**src/rtl/core/bmprle_pkg.sv**
```systemverilog
// shared types and constants of the bmp rle raster decoder
package bmprle_pkg;

   // decode phase codes
   localparam logic [2:0] PH_COUNT  = 3'd0;
   localparam logic [2:0] PH_ESCAPE = 3'd1;
   localparam logic [2:0] PH_DX     = 3'd2;
   localparam logic [2:0] PH_DY     = 3'd3;
   localparam logic [2:0] PH_INDEX  = 3'd4;
   localparam logic [2:0] PH_ABS    = 3'd5;
   localparam logic [2:0] PH_PAD    = 3'd6;
   localparam logic [2:0] PH_STOP   = 3'd7;

   // escape codes following a zero count byte
   localparam logic [7:0] ESC_EOL   = 8'd0;
   localparam logic [7:0] ESC_EOB   = 8'd1;
   localparam logic [7:0] ESC_DELTA = 8'd2;

   // result kinds
   localparam logic [1:0] KIND_SPAN = 2'd0;
   localparam logic [1:0] KIND_END  = 2'd1;
   localparam logic [1:0] KIND_CLIP = 2'd2;

   // register indexes
   localparam logic [1:0] REG_FRAME_WIDTH  = 2'd0;
   localparam logic [1:0] REG_FRAME_HEIGHT = 2'd1;
   localparam logic [1:0] REG_NIBBLE_MODE  = 2'd2;

   localparam logic [7:0] NIB_MASK = 8'h0F;

   typedef struct packed {
      logic       frame_start;
      logic [7:0] code_byte;
   } req_type;

   typedef struct packed {
      logic [1:0]  result_kind;
      logic [15:0] dest_row;
      logic [15:0] start_column;
      logic [7:0]  pixel_count;
      logic [7:0]  even_index;
      logic [7:0]  odd_index;
   } rsp_type;

endpackage

```
**src/rtl/core/bmp_rle_raster_decoder.sv**
```systemverilog
// BMP RLE8/RLE4 raster decoder: compressed bytes in, pixel span descriptors out
//
// Takes one compressed byte per cycle and gives at most one span descriptor per byte,
// in the cycle after the byte is taken. The decode state (phase, cursor, absolute run)
// is updated in the same cycle the byte is transferred, and the result sits in a single
// output register; a new byte is taken every cycle unless that register holds a result
// that rsp_ready has not taken. Configuration (frame size, nibble mode) is written via
// the csr port while no byte is in flight, a user duty the block does not check.
// After end of bitmap or a clipped span the decoder ignores bytes until frame_start is set.
module bmp_rle_raster_decoder #(
   parameter int COORD_BITS = 16
) (
   input  logic               clock,
   input  logic               reset,
   input  logic               req_valid,
   output logic               req_ready,
   input  bmprle_pkg::req_type req_data,
   output logic               rsp_valid,
   input  logic               rsp_ready,
   output bmprle_pkg::rsp_type rsp_data,
   input  logic               csr_we,
   input  logic [1:0]         csr_index,
   input  logic [15:0]        csr_wdata
);
   import bmprle_pkg::*;

   localparam int CW = COORD_BITS;
   localparam int EW = ((CW > 16) ? CW : 16) + 1;

   // configuration registers
   logic [15:0] frame_width_ff;
   logic [15:0] frame_height_ff;
   logic        nibble_mode_ff;

   // decode state
   logic [2:0]    phase_ff, phase_in;
   logic [CW-1:0] col_ff, col_in;
   logic [CW-1:0] line_ff, line_in;
   logic [7:0]    run_ff, run_in;
   logic [7:0]    abs_left_ff, abs_left_in;
   logic          pad_ff, pad_in;

   // output register
   logic    rsp_valid_ff;
   rsp_type rsp_ff, rsp_in;
   logic    has_result;

   logic req_fire;
   logic rsp_load;

   // state seen by this byte after an optional frame restart
   logic [2:0]    ph_cur;
   logic [CW-1:0] col_cur;
   logic [CW-1:0] line_cur;
   logic [7:0]    run_cur;
   logic [7:0]    abs_left_cur;
   logic          pad_cur;

   logic [7:0] b;
   logic       rle4;

   // span geometry
   logic [7:0]    span_req;
   logic [7:0]    written;
   logic [EW-1:0] col_e, line_e, fw_e, fh_e, avail_e, row_e;
   logic          line_inside, col_inside;
   logic [7:0]    even_raw, odd_raw;
   logic [1:0]    span_kind;

   // saturating adders
   logic [7:0]  col_add, line_add;
   logic [CW:0] col_sum, line_sum;
   logic [CW-1:0] col_sat, line_sat;

   assign req_fire  = req_valid && req_ready;
   assign req_ready = !rsp_valid_ff || rsp_ready;
   assign rsp_load  = req_fire && has_result;
   assign rsp_valid = rsp_valid_ff;
   assign rsp_data  = rsp_ff;

   assign b    = req_data.code_byte;
   assign rle4 = nibble_mode_ff;

   // restart view
   assign ph_cur       = req_data.frame_start ? PH_COUNT : phase_ff;
   assign col_cur      = req_data.frame_start ? '0 : col_ff;
   assign line_cur     = req_data.frame_start ? '0 : line_ff;
   assign run_cur      = req_data.frame_start ? 8'd0 : run_ff;
   assign abs_left_cur = req_data.frame_start ? 8'd0 : abs_left_ff;
   assign pad_cur      = req_data.frame_start ? 1'b0 : pad_ff;

   // span request length and colours
   always_comb begin
      if (ph_cur == PH_ABS) begin
         span_req = (rle4 && abs_left_cur >= 8'd2) ? 8'd2 : 8'd1;
      end else begin
         span_req = run_cur;
      end
      if (rle4) begin
         even_raw = (b >> 4) & NIB_MASK;
         odd_raw  = b & NIB_MASK;
      end else begin
         even_raw = b;
         odd_raw  = b;
      end
   end

   // clip span against the frame
   assign col_e       = EW'(col_cur);
   assign line_e      = EW'(line_cur);
   assign fw_e        = EW'(frame_width_ff);
   assign fh_e        = EW'(frame_height_ff);
   assign line_inside = line_e < fh_e;
   assign col_inside  = col_e < fw_e;
   assign avail_e     = fw_e - col_e;
   assign row_e       = fh_e - EW'(1) - line_e;

   always_comb begin
      if (!line_inside || !col_inside) begin
         written = 8'd0;
      end else if (EW'(span_req) < avail_e) begin
         written = span_req;
      end else begin
         written = avail_e[7:0];
      end
      span_kind = (written < span_req) ? KIND_CLIP : KIND_SPAN;
   end

   // saturating cursor adders
   assign col_add  = (ph_cur == PH_DX) ? b : written;
   assign line_add = (ph_cur == PH_DY) ? b : 8'd1;
   assign col_sum  = {1'b0, col_cur} + (CW+1)'(col_add);
   assign line_sum = {1'b0, line_cur} + (CW+1)'(line_add);
   assign col_sat  = col_sum[CW] ? '1 : col_sum[CW-1:0];
   assign line_sat = line_sum[CW] ? '1 : line_sum[CW-1:0];

   // decode one byte
   always_comb begin
      phase_in    = ph_cur;
      col_in      = col_cur;
      line_in     = line_cur;
      run_in      = run_cur;
      abs_left_in = abs_left_cur;
      pad_in      = pad_cur;
      has_result  = 1'b0;

      rsp_in.result_kind  = span_kind;
      rsp_in.dest_row     = line_inside ? row_e[15:0] : 16'd0;
      rsp_in.start_column = col_e[15:0];
      rsp_in.pixel_count  = written;
      rsp_in.even_index   = (written == 8'd0) ? 8'd0 : even_raw;
      rsp_in.odd_index    = (written < 8'd2) ? 8'd0 : odd_raw;

      case (ph_cur)
         PH_COUNT: begin
            if (b == 8'd0) begin
               phase_in = PH_ESCAPE;
            end else begin
               run_in   = b;
               phase_in = PH_INDEX;
            end
         end
         PH_ESCAPE: begin
            if (b == ESC_EOL) begin
               line_in  = line_sat;
               col_in   = '0;
               phase_in = PH_COUNT;
            end else if (b == ESC_EOB) begin
               phase_in   = PH_STOP;
               has_result = 1'b1;
               rsp_in     = '0;
               rsp_in.result_kind = KIND_END;
            end else if (b == ESC_DELTA) begin
               phase_in = PH_DX;
            end else begin
               abs_left_in = b;
               pad_in      = rle4 ? (b[1:0] == 2'd1 || b[1:0] == 2'd2) : b[0];
               phase_in    = PH_ABS;
            end
         end
         PH_DX: begin
            col_in   = col_sat;
            phase_in = PH_DY;
         end
         PH_DY: begin
            line_in  = line_sat;
            phase_in = PH_COUNT;
         end
         PH_INDEX: begin
            has_result = 1'b1;
            run_in     = 8'd0;
            col_in     = col_sat;
            phase_in   = (span_kind == KIND_CLIP) ? PH_STOP : PH_COUNT;
         end
         PH_ABS: begin
            has_result  = 1'b1;
            col_in      = col_sat;
            abs_left_in = (abs_left_cur > span_req) ? abs_left_cur - span_req : 8'd0;
            if (span_kind == KIND_CLIP) begin
               phase_in = PH_STOP;
            end else if (abs_left_in == 8'd0) begin
               phase_in = pad_cur ? PH_PAD : PH_COUNT;
            end
         end
         PH_PAD: begin
            pad_in   = 1'b0;
            phase_in = PH_COUNT;
         end
         default: begin
            phase_in = ph_cur;
         end
      endcase
   end

   // configuration registers
   always_ff @(posedge clock) begin
      if (reset) begin
         frame_width_ff  <= 16'd1;
         frame_height_ff <= 16'd1;
         nibble_mode_ff  <= 1'b0;
      end else if (csr_we) begin
         case (csr_index)
            REG_FRAME_WIDTH:  frame_width_ff  <= csr_wdata;
            REG_FRAME_HEIGHT: frame_height_ff <= csr_wdata;
            REG_NIBBLE_MODE:  nibble_mode_ff  <= csr_wdata[0];
            default: begin
            end
         endcase
      end
   end

   // decode state update on each input transfer
   always_ff @(posedge clock) begin
      if (reset) begin
         phase_ff    <= PH_COUNT;
         col_ff      <= '0;
         line_ff     <= '0;
         run_ff      <= 8'd0;
         abs_left_ff <= 8'd0;
         pad_ff      <= 1'b0;
      end else if (req_fire) begin
         phase_ff    <= phase_in;
         col_ff      <= col_in;
         line_ff     <= line_in;
         run_ff      <= run_in;
         abs_left_ff <= abs_left_in;
         pad_ff      <= pad_in;
      end
   end

   // output register
   always_ff @(posedge clock) begin
      if (reset) begin
         rsp_valid_ff <= 1'b0;
      end else if (rsp_load) begin
         rsp_valid_ff <= 1'b1;
      end else if (rsp_ready) begin
         rsp_valid_ff <= 1'b0;
      end
   end

   always_ff @(posedge clock) begin
      if (rsp_load) begin
         rsp_ff <= rsp_in;
      end
   end

   // a clip or end of bitmap leaves the decoder stopped
   assert property (@(posedge clock) disable iff (reset)
      rsp_load && rsp_in.result_kind != KIND_SPAN |=> phase_ff == PH_STOP)
      else $error("decoder not stopped after end or clip");

   // a stopped decoder gives no result without a frame restart
   assert property (@(posedge clock) disable iff (reset)
      req_fire && phase_ff == PH_STOP && !req_data.frame_start |-> !rsp_load)
      else $error("result produced while stopped");

   // end of bitmap carries no pixels
   assert property (@(posedge clock) disable iff (reset)
      rsp_valid_ff && rsp_ff.result_kind == KIND_END |-> rsp_ff.pixel_count == 8'd0)
      else $error("end of bitmap with pixels");

   // absolute spans never exceed two pixels
   assert property (@(posedge clock) disable iff (reset)
      rsp_load && ph_cur == PH_ABS |-> rsp_in.pixel_count <= 8'd2)
      else $error("absolute span too long");

endmodule

```
**config.mk**
```make
export PLATFORM = sky130hd
export DESIGN_NAME = bmp_rle_raster_decoder
export DESIGN_NICKNAME = d
export VERILOG_FILES = /design/src/rtl/core/bmprle_pkg.sv /design/src/rtl/core/bmp_rle_raster_decoder.sv
export SDC_FILE = /design/constraint.sdc
export NUM_CORES = 1
export LEC_CHECK = 0
export BUFFER_PORTS_ARGS = -buffer_cell sky130_fd_sc_hd__buf_2
export CAP_MARGIN = 10
export CORE_MARGIN = 5
export CORE_UTILIZATION = 60
export DETAILED_ROUTE_END_ITERATION = 6
export GPL_ROUTABILITY_DRIVEN = 0
export HOLD_SLACK_MARGIN = 0.12
export PLACE_DENSITY = 0.92
export SETUP_SLACK_MARGIN = 0.4
export SYNTH_ARGS = -nofsm -noshare
export SYNTH_HDL_FRONTEND = slang
export SYNTH_SLANG_ARGS = --single-unit
```
**constraint.sdc**
```tcl
create_clock -name clock -period 14.3 [get_ports clock]
set_input_delay 3.575 -clock clock [delete_from_list [all_inputs] [get_ports clock]]
set_output_delay 3.575 -clock clock [all_outputs]
set_load 0.05 [all_outputs]
```
After elaboration in Yosys (flattened, before gate mapping)
Index checks and enable logic that the tools add are counted.

word-level totals
  output and inout bits = 60
  word-level logic and storage cells = 116
  flip-flop bits (word level) = 144

cells by class
  reduce and logical (&&, ||, !) cells = 21
  equal/unequal tests = 13
  magnitude comparators = 7
  add/subtract/negate cells = 6
  mux-type cells = 53

operators by type and width
  cell                     count
  $mux W58                 3
  $mux W8                  16
  $mux W16                 7
  $pmux W16 S2             2
  $add A16 B8 Y17          2
  $lt A16 B16 Y1           2
  $pmux W8 S2              2
  $mux W3                  9
  $logic_not A8 Y1         3
  $pmux W3 S6              1
  $lt A8 B17 Y1            1
  $sub A16 B16 Y17         1
  $sub A16 B1 Y16 const B  1
  $sub A16 B16 Y16         1
  $eq A3 B3 Y1 const B     3
  $mux W1                  9
  $eq A8 B1 Y1 const B     1
  $eq A8 B2 Y1 const B     1
  $ge A8 B2 Y1 const B     1
  $gt A8 B8 Y1             1
  $lt A8 B2 Y1 const B     1
  $lt A8 B8 Y1             1
  $sub A8 B8 Y8            1
  $eq A2 B2 Y1 const B     3
  other kinds (14)         27

Logic depth before layout (Yosys ltp)
  depth after elaboration = 13
  depth in mapped cells = 32
  mapped depth without buffers = 28

Worst setup path after synthesis
OpenSTA, ideal clock, no wires.

  path type = input -> register
  start point = input port req_data[8] (netlist bit)
  end point = register col_ff[2]
  required time = 14,230 ps
  path slack = 4,235 ps
  stages = 31
  arrival = 9,995 ps
  cells stage by stage = clkbuf_1 buf_1 buf_1 clkbuf_1 nor2b_1 ha_1 inv_1 fa_1 a211oi_1 or2_2 nand2_1 ha_1 nand4_1 or4_1 a31oi_1 nor2_1 nor4_2 buf_6 mux2i_1 a22o_1 ha_1 inv_1 fa_1 nor2b_1 o21ai_0 a21boi_0 o21a_1 o211ai_1 nor4_1 o21ai_0 a21oi_1

between the ends
  cells in the longest elaborated chain, start to end = 12
  elaborated cells between the ends (all ways) = 28

ends and longest elaborated chain
  what                  line                           source
  start, declared       bmp_rle_raster_decoder.sv:17   input bmprle_pkg::req_type req_data,
  $mux W8               bmp_rle_raster_decoder.sv:89   assign abs_left_cur = req_data.frame_start ? 8'd0 : abs_left_ff;
  $ge A8 B2 Y1          bmp_rle_raster_decoder.sv:95   span_req = (rle4 && abs_left_cur >= 8'd2) ? 8'd2 : 8'd1;
  $logic_and A1 B1 Y1   bmp_rle_raster_decoder.sv:95
  $mux W2               bmp_rle_raster_decoder.sv:95
  $mux W8               bmp_rle_raster_decoder.sv:94   if (ph_cur == PH_ABS) begin
  $lt A8 B17 Y1         bmp_rle_raster_decoder.sv:121  end else if (EW'(span_req) < avail_e) begin
  $mux W8               bmp_rle_raster_decoder.sv:121
  $mux W8               bmp_rle_raster_decoder.sv:119  if (!line_inside || !col_inside) begin
  $mux W8               bmp_rle_raster_decoder.sv:130  assign col_add = (ph_cur == PH_DX) ? b : written;
  $add A16 B8 Y17       bmp_rle_raster_decoder.sv:132  assign col_sum = {1'b0, col_cur} + (CW+1)'(col_add);
  $mux W16              bmp_rle_raster_decoder.sv:134  assign col_sat = col_sum[CW] ? '1 : col_sum[CW-1:0];
  $pmux W16 S2 *        bmp_rle_raster_decoder.sv:154  case (ph_cur)
  end signal, assigned  bmp_rle_raster_decoder.sv:243  col_ff <= col_in;
  end, declared         bmp_rle_raster_decoder.sv:37   logic [CW-1:0] col_ff, col_in;

Mark *: on every way between the ends. The rest lies on a longest branch, timed or not.
A chain may end at the register's enable or synchronous reset.

Worst setup path after layout
  start point = input port req_data[8] (netlist bit)
  end point = register col_ff[7]

The elaborated chain is that of the path after synthesis.

==> impl_metrics.env <==
export IMPL_rrSetupSlack_ps=7080
export IMPL_cts_max_level=4
export IMPL_crit_slowest_cell="buf_2"
export IMPL_start_kind="input pin"
export IMPL_synthesis_area_um2=10300
export IMPL_rsz0062_at_grt="no"
export IMPL_grt_util_met3_pct=5.66
export IMPL_skew_ps=9.99
export IMPL_holdWs_ps=462
export IMPL_syn_num_nets=1404
export IMPL_regArea_um2=3460
export IMPL_multi_input_comb_area_um2=6270
export IMPL_critical_path_max_stage_delay_ps=560
export IMPL_yosysTopAreaCell="edfxtp_1"
export IMPL_clock_latency_ps=430
export IMPL_p_leak_nw=4.86
export IMPL_fp_dieArea_um2=19900
export IMPL_finalHoldViolations=0
export IMPL_ys_seq_area_share_pct=33.6
export IMPL_synth_area_per_cell_um2=8.04
export IMPL_finalMaxSlewViolations=0
export IMPL_worst_ep_arrival_time_ps=10720
export IMPL_path_class="input pin to flip-flop"
export IMPL_cts_sinks=144
export IMPL_min_delay_start="col_ff[3]"
export IMPL_rr_worst_depth=26
export IMPL_vias=10400
export IMPL_cp_end_kind="flip-flop"
export IMPL_timing_fmax_mhz=96.5
export IMPL_grt_first_pass_wirelength_mm=48.6
export IMPL_synth_edf_count=58
export IMPL_grt_max_degree=67
export IMPL_worst_ep_required_time_ps=14660
export IMPL_drtPass1Iterations=7
export IMPL_cts_tree="yes"
export IMPL_hold_end="col_ff[3]"
export IMPL_core_area_um2=16700
export IMPL_grt_busiest_layer="met2"
export IMPL_crit_top_cell="ha_1"
export IMPL_antenna_left=0
export IMPL_whs_path_depth=2
export IMPL_run_status="finished clean"
export IMPL_post_route_period_util_pct=72.5
export IMPL_final_nets=1468
export IMPL_grt_ovfl_total=0
export IMPL_syn2layout_area_growth_pct=11.1
export IMPL_drc=0
export IMPL_netlist_instances=1280
export IMPL_die_h_um=141
export IMPL_placed_cell_area_um2=10900
export IMPL_numCtsBuffers=17
export IMPL_ys_ff_latch=144
export IMPL_antenna_found_initial=0
export IMPL_rr_endpoint="col_ff[7]"
export IMPL_clkTransAtPathRegs_ps=60
export IMPL_die_w_um=141
export IMPL_yosysUniqueCellTypes=80
export IMPL_design_area_um2=11400
export IMPL_final_layout_size_suffix_gt1_share_pct=11.4
export IMPL_yosys_area_top_type_share_pct=16.9
export IMPL_grtUsageMet2_pct=48.2
export IMPL_num_rows=47
export IMPL_drt_iter0_markers=1620
export IMPL_grt_pass1_vias=9543
export IMPL_hpwl_mm=22.0
export IMPL_synthArstFlopShare_pct=0
export IMPL_start_util_pct=61.6
export IMPL_power_density_nw_per_um2=99.7
export IMPL_post_cts_buffers=0
export IMPL_period_needed_ps=10370
export IMPL_nFillCells=1297
export IMPL_wirelength_mm=30.5
export IMPL_maxCapViolCount=0
export IMPL_ir_worst_vdd_mv=0.0901
export IMPL_root_buffer="clkbuf_16"
export IMPL_port_buffers=91
export IMPL_synthTopCellsByCount="nand2_1 (171), a21oi_1 (127), nor2_1 (121)"
export IMPL_synth_area_leaders="edfxtp_1 (17%), dfxtp_1 (17%), ha_1 (11%)"
export IMPL_ctsHoldBuffers=0
export IMPL_ios=92
export IMPL_slew_headroom_pct=24.8
export IMPL_yosysWarnings=0
export IMPL_yosys_most_used_dff="dfxtp_1"
export IMPL_hp_class="flip-flop to flip-flop"
export IMPL_vias_per_cell=6.58
export IMPL_r2r_start="phase_ff[2]"
export IMPL_grt_total_usage_pct=30.1
export IMPL_wl_per_cell_um=19.3
export IMPL_finalSetupViolCount=0
export IMPL_fin_tns_setup_ps=0
export IMPL_post_synth_top_count_cell="nand2_1"
export IMPL_worstMarginPinSlew_ps=1100
export IMPL_grt_util_met1_pct=39.7
export IMPL_post_cts_resized=0
export IMPL_path_max_fanout=39
export IMPL_cts_max_path_buffers=2
## critical path, delay by kind of cell
family,cells,cell delay (ps)
AND/OR/NAND/NOR,9,2180
buffers and inverters,6,1700
AO/OA/AOI/OAI,9,1620
adder cells (fa/ha/maj),4,1180
multiplexers,1,240
XOR/XNOR,1,190
## power breakdown
group	switching (W)	total [W]	internal, W
Combinational	0.000167	0.000255	0.0000878
Sequential	0.0000132	0.000457	0.000444
Clock	0.000183	0.000427	0.000244
## routing by layer
layer / part of all wire, % / wire length, µm
met5: 0 / 0
met4: 4.8 / 1460
met3: 11 / 3240
met2: 45 / 13800
met1: 39 / 12000
## cells by family after synthesis
group	synth area share, %
compound gates	23.3
xor+xnor	2.55
fa+ha+maj	11.5
buf+inv	5.52
flops	33.6
mux	2.01
simple gates	21.4
## cells in the final DEF, fill, tap and decap left out, drive strengths merged, types with 5 or more instances in the layout
cell / n
xor2: 8
buf: 99
nand2: 171
o211a: 5
nor2: 121
ha: 87
a21boi: 5
fa: 5
nand2b: 12
edfxtp: 58
xnor2: 22
nor2b: 20
a21oi: 127
and2: 13
nor4: 15
a211oi: 20
or2: 6
a31oi: 9
nor3: 37
dfxtp: 86
a22oi: 17
mux2i: 18
a21o: 12
clkbuf: 22
or3: 12
o22ai: 5
and3: 11
o211ai: 9
o21ai: 87
nand4: 7
nor3b: 5
nand3: 25
inv: 98
o21a: 11
o221ai: 9
o31ai: 6
## state kept, by name, indices dropped and copies added (netlist names)
register / cells
abs_left_ff: 8
col_ff: 16
frame_height_ff: 16
frame_width_ff: 16
line_ff: 16
nibble_mode_ff: 1
pad_ff: 1
phase_ff: 3
rsp_data: 58
rsp_valid: 1
run_ff: 8
## through the flow
step | std cells | setup slack [ps] | utilization, % | total power (W)
finish | 1578 | 3930 | 68.5 | 0.00114
CTS | 1577 | 4120 | 68.5 | 0.00113
global route | 1577 | 3500 | 68.5 | 0.00118
global placement | 1545 | 4110 | 65.1 | 0.000703
detailed placement | 1545 | 3750 | 65.1 | 0.000710
floorplan | 1280 | 4240 | - | 0.000648
## how the worst max path moves through the flow
stage	start	slack [ps]	cells after the start	to
final	req_data[8]	3930	30	col_ff[7]
after global routing	req_data[8]	3500	30	col_ff[4]
after CTS	req_data[8]	4120	30	col_ff[7]
after detailed placement	req_data[8]	3750	30	col_ff[7]
after global placement	req_data[8]	4110	28	col_ff[4]
after floorplan	req_data[8]	4240	31	col_ff[2]
## cell type report
class | count | area share, %
diodes | 1 | 0.0219
clock buffers | 22 | 4.28
clock inverters | 10 | 0.613
inverters | 93 | 3.05
multi-input cells | 989 | 54.8
flip-flops and latches | 144 | 30.3
well taps | 220 | 2.41
repair buffers | 99 | 4.51
No activity file was read; power rests on OpenSTA's default activity.
